`src/rtl/core/fsc_pkg.sv`:
```
// fan speed and sweep controller: shared types, codes and reset values
package fsc_pkg;

  localparam int unsigned CmdW   = 2;
  localparam int unsigned DutyW  = 8;
  localparam int unsigned RangeW = 8;
  localparam int unsigned PulseW = 16;
  localparam int unsigned LedW   = 3;
  localparam int unsigned LevelW = 2;
  localparam int unsigned AddrW  = 3;
  localparam int unsigned DataW  = 16;

  typedef enum logic [CmdW-1:0] {
    CMD_TICK  = 2'd0,
    CMD_POWER = 2'd1,
    CMD_SPEED = 2'd2,
    CMD_OSC   = 2'd3
  } cmd_t;

  typedef enum logic [AddrW-1:0] {
    REG_DUTY_OFF    = 3'd0,
    REG_DUTY_LOW    = 3'd1,
    REG_DUTY_MEDIUM = 3'd2,
    REG_DUTY_HIGH   = 3'd3,
    REG_NEAR_LIMIT  = 3'd4,
    REG_SWEEP_UPPER = 3'd5,
    REG_SWEEP_LOWER = 3'd6
  } reg_idx_t;

  typedef logic [DutyW-1:0]  duty_t;
  typedef logic [PulseW-1:0] pulse_t;
  typedef logic [LedW-1:0]   leds_t;
  typedef logic [LevelW-1:0] level_t;

  localparam duty_t  DutyOffRst    = 8'd0;
  localparam duty_t  DutyLowRst    = 8'd100;
  localparam duty_t  DutyMediumRst = 8'd180;
  localparam duty_t  DutyHighRst   = 8'd255;
  localparam duty_t  NearLimitRst  = 8'd10;
  localparam pulse_t SweepUpperRst = 16'd4500;
  localparam pulse_t SweepLowerRst = 16'd1500;

  localparam level_t LevelLow    = 2'd0;
  localparam level_t LevelMedium = 2'd1;
  localparam level_t LevelHigh   = 2'd2;

  localparam leds_t LedsOff    = 3'b000;
  localparam leds_t LedsLow    = 3'b001;
  localparam leds_t LedsMedium = 3'b011;
  localparam leds_t LedsHigh   = 3'b111;

endpackage

```
`src/rtl/core/fsc_if.sv`:
```
// fan speed and sweep controller: event, status and register write channels

interface fsc_in_if;
  logic                             valid;
  logic                             ready;
  logic [fsc_pkg::CmdW-1:0]         cmd;
  logic [fsc_pkg::RangeW-1:0]       range_sample;

  modport source (output valid, cmd, range_sample, input ready);
  modport sink   (input valid, cmd, range_sample, output ready);
endinterface

interface fsc_out_if;
  logic                             valid;
  logic                             ready;
  logic [fsc_pkg::DutyW-1:0]        fan_duty;
  logic [fsc_pkg::PulseW-1:0]       servo_pulse;
  logic [fsc_pkg::LedW-1:0]         level_leds;
  logic                             fan_running;
  logic [fsc_pkg::LevelW-1:0]       speed_level;
  logic                             sweeping;

  modport source (output valid, fan_duty, servo_pulse, level_leds, fan_running,
                  speed_level, sweeping, input ready);
  modport sink   (input valid, fan_duty, servo_pulse, level_leds, fan_running,
                  speed_level, sweeping, output ready);
endinterface

interface fsc_cfg_if;
  logic                             valid;
  logic                             ready;
  logic [fsc_pkg::AddrW-1:0]        addr;
  logic [fsc_pkg::DataW-1:0]        data;

  modport source (output valid, addr, data, input ready);
  modport sink   (input valid, addr, data, output ready);
endinterface

```
`src/rtl/core/fan_speed_and_sweep_controller.sv`:
```
// fan speed and sweep controller: top level, event decode and state update
// latency: a status word is registered and appears in the cycle after its event word is accepted
// throughput: one event word per cycle; the single status register frees
//   itself in the same cycle it is taken, so ready only drops on a stall
// reset (rst_n low, synchronous): fan off, level low, sweep off, pulse and
//   duty zero, sample phase zero, registers back to their default values
module fan_speed_and_sweep_controller #(
  parameter int unsigned SAMPLE_TICKS = 32
) (
  input  logic      clk,
  input  logic      rst_n,
  fsc_in_if.sink    in_ch,
  fsc_out_if.source out_ch,
  fsc_cfg_if.sink   cfg_ch
);

  localparam int unsigned PhaseW = $clog2(SAMPLE_TICKS);
  localparam logic [PhaseW-1:0] PhaseLast = PhaseW'(SAMPLE_TICKS - 1);

  // configuration registers
  fsc_pkg::duty_t  duty_off_r, duty_low_r, duty_medium_r, duty_high_r, near_limit_r;
  fsc_pkg::pulse_t sweep_upper_r, sweep_lower_r;

  // controller state; all but the phase and sweep direction registers are also the status word shown on out_ch
  logic             running_r,    running_nxt;
  fsc_pkg::level_t  level_r,      level_nxt;
  logic             sweep_en_r,   sweep_en_nxt;
  logic             sweep_down_r, sweep_down_nxt;
  logic [PhaseW-1:0] phase_r,     phase_nxt;
  fsc_pkg::duty_t   duty_r,       duty_nxt;
  fsc_pkg::pulse_t  pulse_r,      pulse_nxt;
  fsc_pkg::leds_t   leds_r,       leds_nxt;
  logic             out_valid_r,  out_valid_nxt;

  logic            in_fire;
  fsc_pkg::cmd_t   cmd;
  fsc_pkg::level_t level_step;
  fsc_pkg::duty_t  step_duty;   // duty of the level after a speed press
  fsc_pkg::duty_t  cur_duty;    // duty of the current level on a sample tick
  fsc_pkg::leds_t  step_leds;
  fsc_pkg::pulse_t pulse_up, pulse_dn;

  // the status register is free when empty or being drained this cycle
  assign in_ch.ready = !out_valid_r || out_ch.ready;
  assign in_fire     = in_ch.valid && in_ch.ready;
  assign cmd         = fsc_pkg::cmd_t'(in_ch.cmd);

  // register writes never stall
  assign cfg_ch.ready = 1'b1;

  always_ff @(posedge clk) begin
    if (!rst_n) begin
      duty_off_r    <= fsc_pkg::DutyOffRst;
      duty_low_r    <= fsc_pkg::DutyLowRst;
      duty_medium_r <= fsc_pkg::DutyMediumRst;
      duty_high_r   <= fsc_pkg::DutyHighRst;
      near_limit_r  <= fsc_pkg::NearLimitRst;
      sweep_upper_r <= fsc_pkg::SweepUpperRst;
      sweep_lower_r <= fsc_pkg::SweepLowerRst;
    end else if (cfg_ch.valid) begin
      case (cfg_ch.addr)
        fsc_pkg::REG_DUTY_OFF:    duty_off_r    <= cfg_ch.data[fsc_pkg::DutyW-1:0];
        fsc_pkg::REG_DUTY_LOW:    duty_low_r    <= cfg_ch.data[fsc_pkg::DutyW-1:0];
        fsc_pkg::REG_DUTY_MEDIUM: duty_medium_r <= cfg_ch.data[fsc_pkg::DutyW-1:0];
        fsc_pkg::REG_DUTY_HIGH:   duty_high_r   <= cfg_ch.data[fsc_pkg::DutyW-1:0];
        fsc_pkg::REG_NEAR_LIMIT:  near_limit_r  <= cfg_ch.data[fsc_pkg::DutyW-1:0];
        fsc_pkg::REG_SWEEP_UPPER: sweep_upper_r <= cfg_ch.data;
        fsc_pkg::REG_SWEEP_LOWER: sweep_lower_r <= cfg_ch.data;
        default: ;  // unmapped index, dropped
      endcase
    end
  end

  // level stepping, modulo three
  always_comb begin
    level_step = (level_r == fsc_pkg::LevelHigh) ? fsc_pkg::LevelLow : level_r + 2'd1;

    case (level_step)
      fsc_pkg::LevelLow: begin
        step_duty = duty_low_r;
        step_leds = fsc_pkg::LedsLow;
      end
      fsc_pkg::LevelMedium: begin
        step_duty = duty_medium_r;
        step_leds = fsc_pkg::LedsMedium;
      end
      fsc_pkg::LevelHigh: begin
        step_duty = duty_high_r;
        step_leds = fsc_pkg::LedsHigh;
      end
      default: begin
        step_duty = duty_r;
        step_leds = leds_r;
      end
    endcase

    // level code three cannot occur; it keeps the present duty
    case (level_r)
      fsc_pkg::LevelLow:    cur_duty = duty_low_r;
      fsc_pkg::LevelMedium: cur_duty = duty_medium_r;
      fsc_pkg::LevelHigh:   cur_duty = duty_high_r;
      default:              cur_duty = duty_r;
    endcase

    // servo pulse wraps modulo 2^16 in both directions
    pulse_up = pulse_r + 16'd1;
    pulse_dn = pulse_r - 16'd1;
  end

  // next state for one accepted event word
  always_comb begin
    running_nxt    = running_r;
    level_nxt      = level_r;
    sweep_en_nxt   = sweep_en_r;
    sweep_down_nxt = sweep_down_r;
    phase_nxt      = phase_r;
    duty_nxt       = duty_r;
    pulse_nxt      = pulse_r;
    leds_nxt       = leds_r;

    case (cmd)
      fsc_pkg::CMD_TICK: begin
        if (!running_r) begin
          sweep_en_nxt = 1'b0;
        end else if (sweep_en_r) begin
          // bounce: each bound is checked after the one-count move
          if (!sweep_down_r) begin
            pulse_nxt = pulse_up;
            if (pulse_up > sweep_upper_r) sweep_down_nxt = 1'b1;
          end else begin
            pulse_nxt = pulse_dn;
            if (pulse_dn < sweep_lower_r) sweep_down_nxt = 1'b0;
          end
        end
        // distance is looked at only on the last tick of each sample period
        if (phase_r != PhaseLast) begin
          phase_nxt = phase_r + PhaseW'(1);
        end else begin
          phase_nxt = '0;
          if (running_r) begin
            duty_nxt = (in_ch.range_sample < near_limit_r) ? duty_off_r : cur_duty;
          end
        end
      end
      fsc_pkg::CMD_POWER: begin
        running_nxt = !running_r;
        if (!running_r) begin
          // switching on always starts at the low duty, level is kept
          duty_nxt = duty_low_r;
          leds_nxt = fsc_pkg::LedsLow;
        end else begin
          duty_nxt     = duty_off_r;
          leds_nxt     = fsc_pkg::LedsOff;
          sweep_en_nxt = 1'b0;
        end
      end
      fsc_pkg::CMD_SPEED: begin
        // level steps even while off; duty and leds follow only while running
        level_nxt = level_step;
        if (running_r) begin
          duty_nxt = step_duty;
          leds_nxt = step_leds;
        end
      end
      fsc_pkg::CMD_OSC: begin
        if (running_r) sweep_en_nxt = !sweep_en_r;
      end
      default: ;
    endcase
  end

  // status word valid tracking
  always_comb begin
    out_valid_nxt = out_valid_r;
    if (in_fire) begin
      out_valid_nxt = 1'b1;
    end else if (out_ch.ready) begin
      out_valid_nxt = 1'b0;
    end
  end

  always_ff @(posedge clk) begin
    if (!rst_n) begin
      running_r    <= 1'b0;
      level_r      <= fsc_pkg::LevelLow;
      sweep_en_r   <= 1'b0;
      sweep_down_r <= 1'b0;
      phase_r      <= '0;
      duty_r       <= '0;
      pulse_r      <= '0;
      leds_r       <= fsc_pkg::LedsOff;
      out_valid_r  <= 1'b0;
    end else begin
      out_valid_r <= out_valid_nxt;
      if (in_fire) begin
        running_r    <= running_nxt;
        level_r      <= level_nxt;
        sweep_en_r   <= sweep_en_nxt;
        sweep_down_r <= sweep_down_nxt;
        phase_r      <= phase_nxt;
        duty_r       <= duty_nxt;
        pulse_r      <= pulse_nxt;
        leds_r       <= leds_nxt;
      end
    end
  end

  // the state only moves when a new word is accepted, which also refills the
  // status slot, so the state registers double as the held status word
  assign out_ch.valid       = out_valid_r;
  assign out_ch.fan_duty    = duty_r;
  assign out_ch.servo_pulse = pulse_r;
  assign out_ch.level_leds  = leds_r;
  assign out_ch.fan_running = running_r;
  assign out_ch.speed_level = level_r;
  assign out_ch.sweeping    = sweep_en_r;

endmodule
```
`src/flat_wrapper.sv`:
```
// flat-port wrapper written by rule: the top's interface ports become plain ports
module fan_speed_and_sweep_controller_flat 
#(
  parameter int unsigned SAMPLE_TICKS = 32
)
  (clk, rst_n, in_ch_valid, in_ch_cmd, in_ch_range_sample, in_ch_ready, out_ch_valid, out_ch_fan_duty, out_ch_servo_pulse, out_ch_level_leds, out_ch_fan_running, out_ch_speed_level, out_ch_sweeping, out_ch_ready, cfg_ch_valid, cfg_ch_addr, cfg_ch_data, cfg_ch_ready);
  fsc_in_if in_ch_i ();
  fsc_out_if out_ch_i ();
  fsc_cfg_if cfg_ch_i ();
  input  logic clk;
  input  logic rst_n;
  input wire logic [$bits(in_ch_i.valid)-1:0] in_ch_valid;
  input wire logic [$bits(in_ch_i.cmd)-1:0] in_ch_cmd;
  input wire logic [$bits(in_ch_i.range_sample)-1:0] in_ch_range_sample;
  output wire logic [$bits(in_ch_i.ready)-1:0] in_ch_ready;
  output wire logic [$bits(out_ch_i.valid)-1:0] out_ch_valid;
  output wire logic [$bits(out_ch_i.fan_duty)-1:0] out_ch_fan_duty;
  output wire logic [$bits(out_ch_i.servo_pulse)-1:0] out_ch_servo_pulse;
  output wire logic [$bits(out_ch_i.level_leds)-1:0] out_ch_level_leds;
  output wire logic [$bits(out_ch_i.fan_running)-1:0] out_ch_fan_running;
  output wire logic [$bits(out_ch_i.speed_level)-1:0] out_ch_speed_level;
  output wire logic [$bits(out_ch_i.sweeping)-1:0] out_ch_sweeping;
  input wire logic [$bits(out_ch_i.ready)-1:0] out_ch_ready;
  input wire logic [$bits(cfg_ch_i.valid)-1:0] cfg_ch_valid;
  input wire logic [$bits(cfg_ch_i.addr)-1:0] cfg_ch_addr;
  input wire logic [$bits(cfg_ch_i.data)-1:0] cfg_ch_data;
  output wire logic [$bits(cfg_ch_i.ready)-1:0] cfg_ch_ready;
  assign in_ch_i.valid = in_ch_valid;
  assign in_ch_i.cmd = in_ch_cmd;
  assign in_ch_i.range_sample = in_ch_range_sample;
  assign in_ch_ready = in_ch_i.ready;
  assign out_ch_valid = out_ch_i.valid;
  assign out_ch_fan_duty = out_ch_i.fan_duty;
  assign out_ch_servo_pulse = out_ch_i.servo_pulse;
  assign out_ch_level_leds = out_ch_i.level_leds;
  assign out_ch_fan_running = out_ch_i.fan_running;
  assign out_ch_speed_level = out_ch_i.speed_level;
  assign out_ch_sweeping = out_ch_i.sweeping;
  assign out_ch_i.ready = out_ch_ready;
  assign cfg_ch_i.valid = cfg_ch_valid;
  assign cfg_ch_i.addr = cfg_ch_addr;
  assign cfg_ch_i.data = cfg_ch_data;
  assign cfg_ch_ready = cfg_ch_i.ready;
  fan_speed_and_sweep_controller #(.SAMPLE_TICKS(SAMPLE_TICKS)) u_core (.clk(clk), .rst_n(rst_n), .in_ch(in_ch_i), .out_ch(out_ch_i), .cfg_ch(cfg_ch_i));
endmodule
```
`config.mk`:
```
export PLATFORM = sky130hd
export DESIGN_NAME = fan_speed_and_sweep_controller_flat
export DESIGN_NICKNAME = d
export VERILOG_FILES = /design/src/rtl/core/fsc_pkg.sv /design/src/rtl/core/fsc_if.sv /design/src/rtl/core/fan_speed_and_sweep_controller.sv /design/src/flat_wrapper.sv
export SDC_FILE = /design/constraint.sdc
export NUM_CORES = 1
export LEC_CHECK = 0
export BUFFER_PORTS_ARGS = -buffer_cell sky130_fd_sc_hd__buf_4
export CAP_MARGIN = 20
export CORE_ASPECT_RATIO = 0.8
export CORE_MARGIN = 5
export CORE_UTILIZATION = 64
export CTS_CLUSTER_SIZE = 14
export DETAILED_ROUTE_END_ITERATION = 16
export GPL_TIMING_DRIVEN = 1
export MAX_ROUTING_LAYER = met4
export PLACE_DENSITY = 0.89
export SETUP_SLACK_MARGIN = 0.05
export SYNTH_ARGS = -nofsm -noshare
export SYNTH_HDL_FRONTEND = slang
export SYNTH_SLANG_ARGS = --single-unit
```
`constraint.sdc`:
```
create_clock -name clk -period 5.42 [get_ports clk]
set_input_delay 0.271 -clock clk [delete_from_list [all_inputs] [get_ports clk]]
set_output_delay 0.271 -clock clk [all_outputs]
set_load 0.005 [all_outputs]
```
## Yosys cells after proc, flatten, opt, wreduce, memory -nomap -nowiden

Cells that the tools add are included.

| word-level totals | value |
|---|---|
| output and inout bits | 34 |
| input bits | 34 |
| logic and storage cells | 96 |
| register bits | 110 |

| operators by class | value |
|---|---|
| magnitude comparators | 3 |
| equal/unequal tests | 22 |
| reductions and logical operators | 27 |
| add/sub/neg operators | 4 |
| multiplexer cells | 24 |

Operators by type and width:

| operator | count |
|---|---|
| case mux 8 bit (3 select lines) | 3 |
| 2-to-1 mux 8 bit | 5 |
| AND reduction 2 bit | 10 |
| adder 16 x 1 -> 16 bit, second input constant | 1 |
| > comparator 16 bit | 1 |
| less-than comparator 16 bit | 1 |
| 2-to-1 mux 16 bit | 1 |
| subtractor 16 x 1 -> 16 bit, second input constant | 1 |
| equality test 3 bit, second input constant | 3 |
| 2-to-1 mux 1 bit | 9 |
| case mux 3 bit (3 select lines) | 1 |
| equality test 2 bit, second input constant | 4 |
| less-than comparator 8 bit | 1 |
| inequality test 2 x 1 -> 1 bit, second input constant | 4 |
| AND reduction 4 bit | 2 |
| AND reduction 7 bit | 1 |
| equality test 2 x 1 -> 1 bit, second input constant | 3 |
| equality test 3 x 2 -> 1 bit, second input constant | 2 |
| zero test 2 bit | 3 |
| case mux 3 bit (2 select lines) | 1 |
| nonzero test 3 bit | 2 |
| adder 5 x 1 -> 5 bit, second input constant | 1 |
| 2-to-1 mux 5 bit | 1 |
| inequality test 5 x 3 -> 1 bit, second input constant | 1 |
| other kinds (14) | 18 |

## Depth between registers and ports, before layout

| logic depth | value |
|---|---|
| depth after elaboration | 6 |
| depth in mapped cells | 13 |
| mapped depth without buffers | 12 |

## Worst setup path before layout

Ideal clock, no wire load.

| timing | value |
|---|---|
| path type | register to register |
| start | register u_core.pulse_r[0], in the netlist u_core.out_ch.servo_pulse[0] |
| end | register u_core.sweep_down_r |
| data arrival time | 2.777 ns |
| slack | 2.521 ns |
| period minus slack after synthesis | 2.899 ns |
| cell stages (with the launch flop) | 12 |
| required time | 5.298 ns |
| path through | dfxtp_1 > inv_1 > ha_1 > or3b_2 > nor4_2 > nand3b_1 > xnor2_1 > ha_1 > nor2b_1 > o21ai_0 > nand4b_1 > o311a_1 |

| on the way | value |
|---|---|
| word-level cells in the longest chain between the ends | 4 |
| elaborated cells between the ends (all ways) | 7 |

RTL lines:

| item | RTL line | source |
|---|---|---|
| from (decl) | fan_speed_and_sweep_controller.sv:31 | `fsc_pkg::pulse_t pulse_r, pulse_nxt;` |
| from (signal assigned) | fan_speed_and_sweep_controller.sv:202 | `pulse_r <= pulse_nxt;` |
| adder 16 x 1 -> 16 bit or subtractor 16 x 1 -> 16 bit (tied branches) | fan_speed_and_sweep_controller.sv:106, fan_speed_and_sweep_controller.sv:107 |  |
| > comparator 16 bit or less-than comparator 16 bit (tied branches) | fan_speed_and_sweep_controller.sv:129, fan_speed_and_sweep_controller.sv:132 |  |
| 2-to-1 mux 1 bit, on equally long branches | fan_speed_and_sweep_controller.sv:129, fan_speed_and_sweep_controller.sv:132 |  |
| 2-to-1 mux 1 bit (*) | fan_speed_and_sweep_controller.sv:127 | `if (!sweep_down_r) begin` |
| to (signal assigned) | fan_speed_and_sweep_controller.sv:199 | `sweep_down_r <= sweep_down_nxt;` |
| to (decl) | fan_speed_and_sweep_controller.sv:28 | `logic sweep_down_r, sweep_down_nxt;` |

Every way passes the cells marked *; elsewhere a longest branch is shown, timed or not.
A chain may end at the register's enable or synchronous reset.

## Worst setup path in the final report

Ends and elaborated chain as after synthesis.

==> impl_metrics.prom <==
# TYPE chip_impl_metric gauge
chip_impl_metric{name="ys_ff_latch",unit=""} 110
chip_impl_metric{name="max-slew-margin-rel",unit="%"} 34.2
chip_impl_metric{name="ys_warn_count",unit=""} 0
chip_impl_metric{name="fraction_of_layout_instances_using_a_drive_strength_above_1",unit="%"} 12.0
chip_impl_metric{name="power_density",unit="nW/µm²"} 224
chip_impl_metric{name="timing.final.crit_share",unit="%"} 63.2
chip_impl_metric{name="required",unit="ns"} 5.66
chip_impl_metric{name="ff2ff_setup_slack",unit="ns"} 1.99
chip_impl_info{name="dr.max_layer_used",value="met4"} 1
chip_impl_metric{name="power.ir.vdd_worst",unit="mV"} 0.159
chip_impl_metric{name="total_via_count_in_the_routed_design",unit=""} 6145
chip_impl_metric{name="final-setup-viol-count",unit=""} 0
chip_impl_metric{name="layout-area-overhead-vs-synth",unit="%"} 11.5
chip_impl_metric{name="hold_viol",unit=""} 0
chip_impl_metric{name="count_of_final_max_slew_check_failures",unit=""} 0
chip_impl_metric{name="via_per_inst",unit=""} 6.10
chip_impl_metric{name="detail_route.wl_per_cell",unit="µm"} 16.7
chip_impl_metric{name="die_h",unit="µm"} 101
chip_impl_info{name="status",value="finished, final reports clean"} 1
chip_impl_metric{name="synth_fp_nets",unit=""} 919
chip_impl_metric{name="synth.area.mux_share",unit="%"} 3.81
chip_impl_metric{name="fin_crit",unit="ns"} 3.43
chip_impl_metric{name="buffer_ports.inserted",unit=""} 66
chip_impl_metric{name="met3_wirelength",unit="µm"} 1470
chip_impl_metric{name="floorplan.rows",unit=""} 33
chip_impl_metric{name="overflow",unit=""} 0
chip_impl_metric{name="cp_data_arrival_time",unit="ns"} 3.67
chip_impl_metric{name="dpl.cell_count",unit=""} 991
chip_impl_metric{name="postSynthCellCount",unit=""} 835
chip_impl_metric{name="reg2regPathDepth",unit=""} 11
chip_impl_metric{name="dr.first_iter.drc_count",unit=""} 647
chip_impl_metric{name="clock-sinks",unit=""} 110
chip_impl_metric{name="finalPower",unit="µW"} 1660
chip_impl_metric{name="floorplan.io_pins",unit=""} 68
chip_impl_metric{name="synth_largest_type_area_fraction",unit="%"} 33.2
chip_impl_metric{name="tightestPinTransition",unit="ns"} 0.979
chip_impl_metric{name="gp_routability_congestion",unit=""} 0.936
chip_impl_info{name="hold_path.startpoint",value="cfg_ch_data[12]"} 1
chip_impl_metric{name="cts_setup_buffers",unit=""} 0
chip_impl_metric{name="cts-hold-fix-buffers",unit=""} 0
chip_impl_metric{name="remaining_drc_errors",unit=""} 0
chip_impl_info{name="r2r-start",value="u_core.out_ch.servo_pulse[0]"} 1
chip_impl_metric{name="synth_area_per_cell",unit="µm²"} 7.95
chip_impl_info{name="regToRegEndpoint",value="u_core.sweep_down_r"} 1
chip_impl_metric{name="timing.critical_path.fanout_max",unit=""} 10
chip_impl_metric{name="seq_area_frac_synth",unit="%"} 33.2
chip_impl_info{name="worstHoldPathType",value="in2reg"} 1
chip_impl_metric{name="drt-met1-wl",unit="µm"} 7240
chip_impl_info{name="dominantRegCellSynth",value="sky130_fd_sc_hd__dfxtp_1"} 1
chip_impl_metric{name="htree_num_levels",unit=""} 3
chip_impl_info{name="grt_setup_unrepaired",value="no"} 1
chip_impl_info{name="tritoncts",value="yes"} 1
chip_impl_metric{name="drt_pass1_iterations",unit=""} 5
chip_impl_info{name="synth.area.top_cells",value="sky130_fd_sc_hd__dfxtp_1, sky130_fd_sc_hd__nand2_1, sky130_fd_sc_hd__ha_1"} 1
chip_impl_metric{name="yosysUniqueCellTypes",unit=""} 55
chip_impl_metric{name="floorplan.initialDensity",unit="%"} 65.1
chip_impl_metric{name="cts.path.max_buffers",unit=""} 2
chip_impl_info{name="crit_path_end_kind",value="flop"} 1
chip_impl_metric{name="die_width",unit="µm"} 124
chip_impl_metric{name="grt_antenna_before_repair",unit=""} 0
chip_impl_info{name="cell_accounting_for_the_most_synthesized_area",value="sky130_fd_sc_hd__dfxtp_1"} 1
chip_impl_metric{name="holdWs",unit="ns"} 0.162
chip_impl_metric{name="design.core.area",unit="µm²"} 10200
chip_impl_metric{name="first_global_vias",unit=""} 5899
chip_impl_metric{name="route.final.wire_length",unit="µm"} 16900
chip_impl_metric{name="finalNonFillerCells",unit=""} 1008
chip_impl_metric{name="cap_viol_max_count",unit=""} 0
chip_impl_metric{name="grt_first_pass_wirelength",unit="µm"} 27800
chip_impl_metric{name="routed-wl-met2",unit="µm"} 7810
chip_impl_metric{name="cts_buffers",unit=""} 9
chip_impl_metric{name="pre_cts_ws",unit="ns"} 2.15
chip_impl_info{name="path_class",value="reg2reg"} 1
chip_impl_info{name="cts.root.buffer_cell",value="sky130_fd_sc_hd__clkbuf_16"} 1
chip_impl_metric{name="setup_ws",unit="ns"} 1.99
chip_impl_metric{name="synth_area",unit="µm²"} 6640
chip_impl_metric{name="min_path_cells",unit=""} 3
chip_impl_metric{name="tns",unit="ns"} 0
chip_impl_metric{name="hpwl",unit="µm"} 12100
chip_impl_metric{name="grtUsageTotal",unit="%"} 28.5
chip_impl_metric{name="max_clock_freq",unit="MHz"} 292
chip_impl_info{name="kind_of_start_point_of_the_critical_path",value="flop"} 1
chip_impl_metric{name="p_leak",unit="µW"} 0.00311
chip_impl_metric{name="fp.dieArea",unit="µm²"} 12500
chip_impl_metric{name="final_net_count",unit=""} 948
chip_impl_metric{name="drt.antenna.violating_nets",unit=""} 0
chip_impl_metric{name="synth_enable_flop_cells",unit=""} 0
chip_impl_metric{name="maximum_number_of_pins_on_one_net_before_global_route_repair",unit=""} 108
chip_impl_info{name="largest_family_of_logic_cells_by_synthesized_area",value="simple AND/OR/NAND/NOR gates"} 1
chip_impl_metric{name="worst_clock_skew",unit="ns"} 0.00654
chip_impl_metric{name="async_reset_ff_share",unit="%"} 0
chip_impl_metric{name="cts.clk_slew.worst_paths",unit="ns"} 0.07
chip_impl_metric{name="n_fill_cell",unit=""} 760
chip_impl_metric{name="synth-simple-area-share",unit="%"} 23.1
chip_impl_metric{name="synth-xor-area-share",unit="%"} 4.75
chip_impl_metric{name="post_cts.resized_instances",unit=""} 0
chip_impl_info{name="min_delay_worst_endpoint",value="u_core.sweep_upper_r[12]"} 1
chip_impl_metric{name="yosys.area_share.adder",unit="%"} 9.42
chip_impl_metric{name="antenna-diode-count",unit=""} 0
chip_impl_metric{name="synth_compound_area_share",unit="%"} 19.5
chip_impl_metric{name="worst_skew_pair.late_latency",unit="ns"} 0.35
[cells in the mapped netlist (2+ instances only)]
| library cell | n |
|---|---|
| sky130_fd_sc_hd__and3_1 | 7 |
| sky130_fd_sc_hd__xor2_1 | 16 |
| sky130_fd_sc_hd__nor3_1 | 15 |
| sky130_fd_sc_hd__nand4b_1 | 4 |
| sky130_fd_sc_hd__nor2_1 | 30 |
| sky130_fd_sc_hd__nand3_1 | 33 |
| sky130_fd_sc_hd__dfxtp_1 | 110 |
| sky130_fd_sc_hd__nand2_1 | 171 |
| sky130_fd_sc_hd__and2_1 | 7 |
| sky130_fd_sc_hd__o211ai_1 | 15 |
| sky130_fd_sc_hd__xnor2_1 | 20 |
| sky130_fd_sc_hd__buf_4 | 3 |
| sky130_fd_sc_hd__mux2i_1 | 14 |
| sky130_fd_sc_hd__o21a_1 | 2 |
| sky130_fd_sc_hd__o211a_1 | 2 |
| sky130_fd_sc_hd__buf_2 | 6 |
| sky130_fd_sc_hd__a211oi_1 | 4 |
| sky130_fd_sc_hd__or4_1 | 2 |
| sky130_fd_sc_hd__nor3b_1 | 2 |
| sky130_fd_sc_hd__a22o_1 | 24 |
| sky130_fd_sc_hd__mux2_2 | 10 |
| sky130_fd_sc_hd__a31oi_1 | 5 |
| sky130_fd_sc_hd__nand3b_1 | 4 |
| sky130_fd_sc_hd__ha_1 | 50 |
| sky130_fd_sc_hd__a21o_1 | 11 |
| sky130_fd_sc_hd__a21boi_0 | 55 |
| sky130_fd_sc_hd__o21ai_0 | 25 |
| sky130_fd_sc_hd__nand4_1 | 10 |
| sky130_fd_sc_hd__inv_1 | 50 |
| sky130_fd_sc_hd__nor2b_1 | 13 |
| sky130_fd_sc_hd__nand2b_1 | 7 |
| sky130_fd_sc_hd__a22oi_1 | 8 |
| sky130_fd_sc_hd__or3_1 | 8 |
| sky130_fd_sc_hd__a21oi_1 | 30 |
| sky130_fd_sc_hd__clkbuf_1 | 41 |
| sky130_fd_sc_hd__or2_2 | 2 |
[placed cells by master (no fill, tap or decap), drive strengths merged, types with 3 or more instances in the layout]
| master | instances |
|---|---|
| a211oi | 4 |
| a21boi | 56 |
| a21o | 11 |
| a21oi | 30 |
| a22o | 24 |
| a22oi | 8 |
| a31oi | 5 |
| and2 | 8 |
| and3 | 7 |
| buf | 68 |
| clkbuf | 14 |
| dfxtp | 110 |
| ha | 50 |
| inv | 51 |
| mux2 | 10 |
| mux2i | 14 |
| nand2 | 171 |
| nand2b | 7 |
| nand3 | 33 |
| nand3b | 4 |
| nand4 | 11 |
| nand4b | 4 |
| nor2 | 30 |
| nor2b | 13 |
| nor3 | 15 |
| nor4 | 3 |
| o211ai | 15 |
| o21ai | 25 |
| or3 | 9 |
| or4 | 3 |
| xnor2 | 20 |
| xor2 | 16 |
[logic make-up after synthesis]
group / count (synthesis)
buffers and inverters: 103
adders and majority gates: 50
and+or+nand+nor: 325
DFF: 110
other: 1
muxes: 24
AOI/OAI and AO/OA: 186
xor gates and xnor gates: 36
[final cells by class]
class / count / area [µm²] / area share, %
timing repair buffer: 70 / 529 / 7.14
clock inverter: 3 / 20.0 / 0.270
tap: 140 / 175 / 2.36
sequential: 110 / 2200 / 29.7
clock buffer: 12 / 256 / 3.46
inverter: 51 / 191 / 2.58
multi-input combinational: 622 / 4030 / 54.5
[sequential cells by signal (all words and copies together) (netlist names)]
register	flops
u_core.out_ch.servo_pulse	16
u_core.sweep_lower_r	16
u_core.sweep_upper_r	16
u_core.duty_high_r	8
u_core.duty_low_r	8
u_core.duty_medium_r	8
u_core.duty_off_r	8
u_core.near_limit_r	8
u_core.out_ch.fan_duty	8
u_core.phase_r	5
u_core.out_ch.level_leds	3
u_core.out_ch.speed_level	2
u_core.out_ch.fan_running	1
u_core.out_ch.sweeping	1
u_core.out_ch.valid	1
u_core.sweep_down_r	1
[per-stage QoR]
step,util [%],cell area [µm²]
after global placement,69.7,7110
after floorplan,-,6640
after global routing,72.6,7410
final,72.6,7410
after detailed placement,69.7,7110
after CTS,72.5,7390
[power breakdown]
| part | leakage, µW | internal, µW | switching (µW) |
|---|---|---|---|
| clock | 0.000131 | 334 | 294 |
| combinational | 0.00209 | 82.5 | 104 |
| sequential | 0.000892 | 827 | 15.9 |
[worst max-delay path by stage]
stage	endpoint	slack (ns)	start
floorplan	u_core.sweep_down_r	2.52	u_core.out_ch.servo_pulse[0]
global route	u_core.sweep_down_r	1.72	u_core.out_ch.servo_pulse[0]
finish	u_core.sweep_down_r	1.99	u_core.out_ch.servo_pulse[0]
CTS	u_core.sweep_down_r	2.04	u_core.out_ch.servo_pulse[0]
global placement	u_core.sweep_down_r	2.29	u_core.out_ch.servo_pulse[0]
detailed placement	u_core.sweep_down_r	2.15	u_core.out_ch.servo_pulse[0]
[worst max-delay path: stages, from the launching register on]
cell and delay (ns):
sky130_fd_sc_hd__dfxtp_1 0.41, sky130_fd_sc_hd__inv_1 0.12, sky130_fd_sc_hd__ha_1 0.21, sky130_fd_sc_hd__or3b_2 0.53
sky130_fd_sc_hd__nor4_2 0.52, sky130_fd_sc_hd__nand3b_1 0.17, sky130_fd_sc_hd__xnor2_1 0.27, sky130_fd_sc_hd__ha_1 0.31
sky130_fd_sc_hd__nor2b_1 0.15, sky130_fd_sc_hd__o21ai_0 0.15, sky130_fd_sc_hd__nand4b_1 0.12, sky130_fd_sc_hd__o311a_1 0.36
[per-layer routing]
metal	vias up	global-route usage, %
met2	282	45.2
li1	2925	-
met4	0	8.59
met3	38	6.51
met5	-	-
met1	2900	36.4
Power figures use the tool's default switching activity.
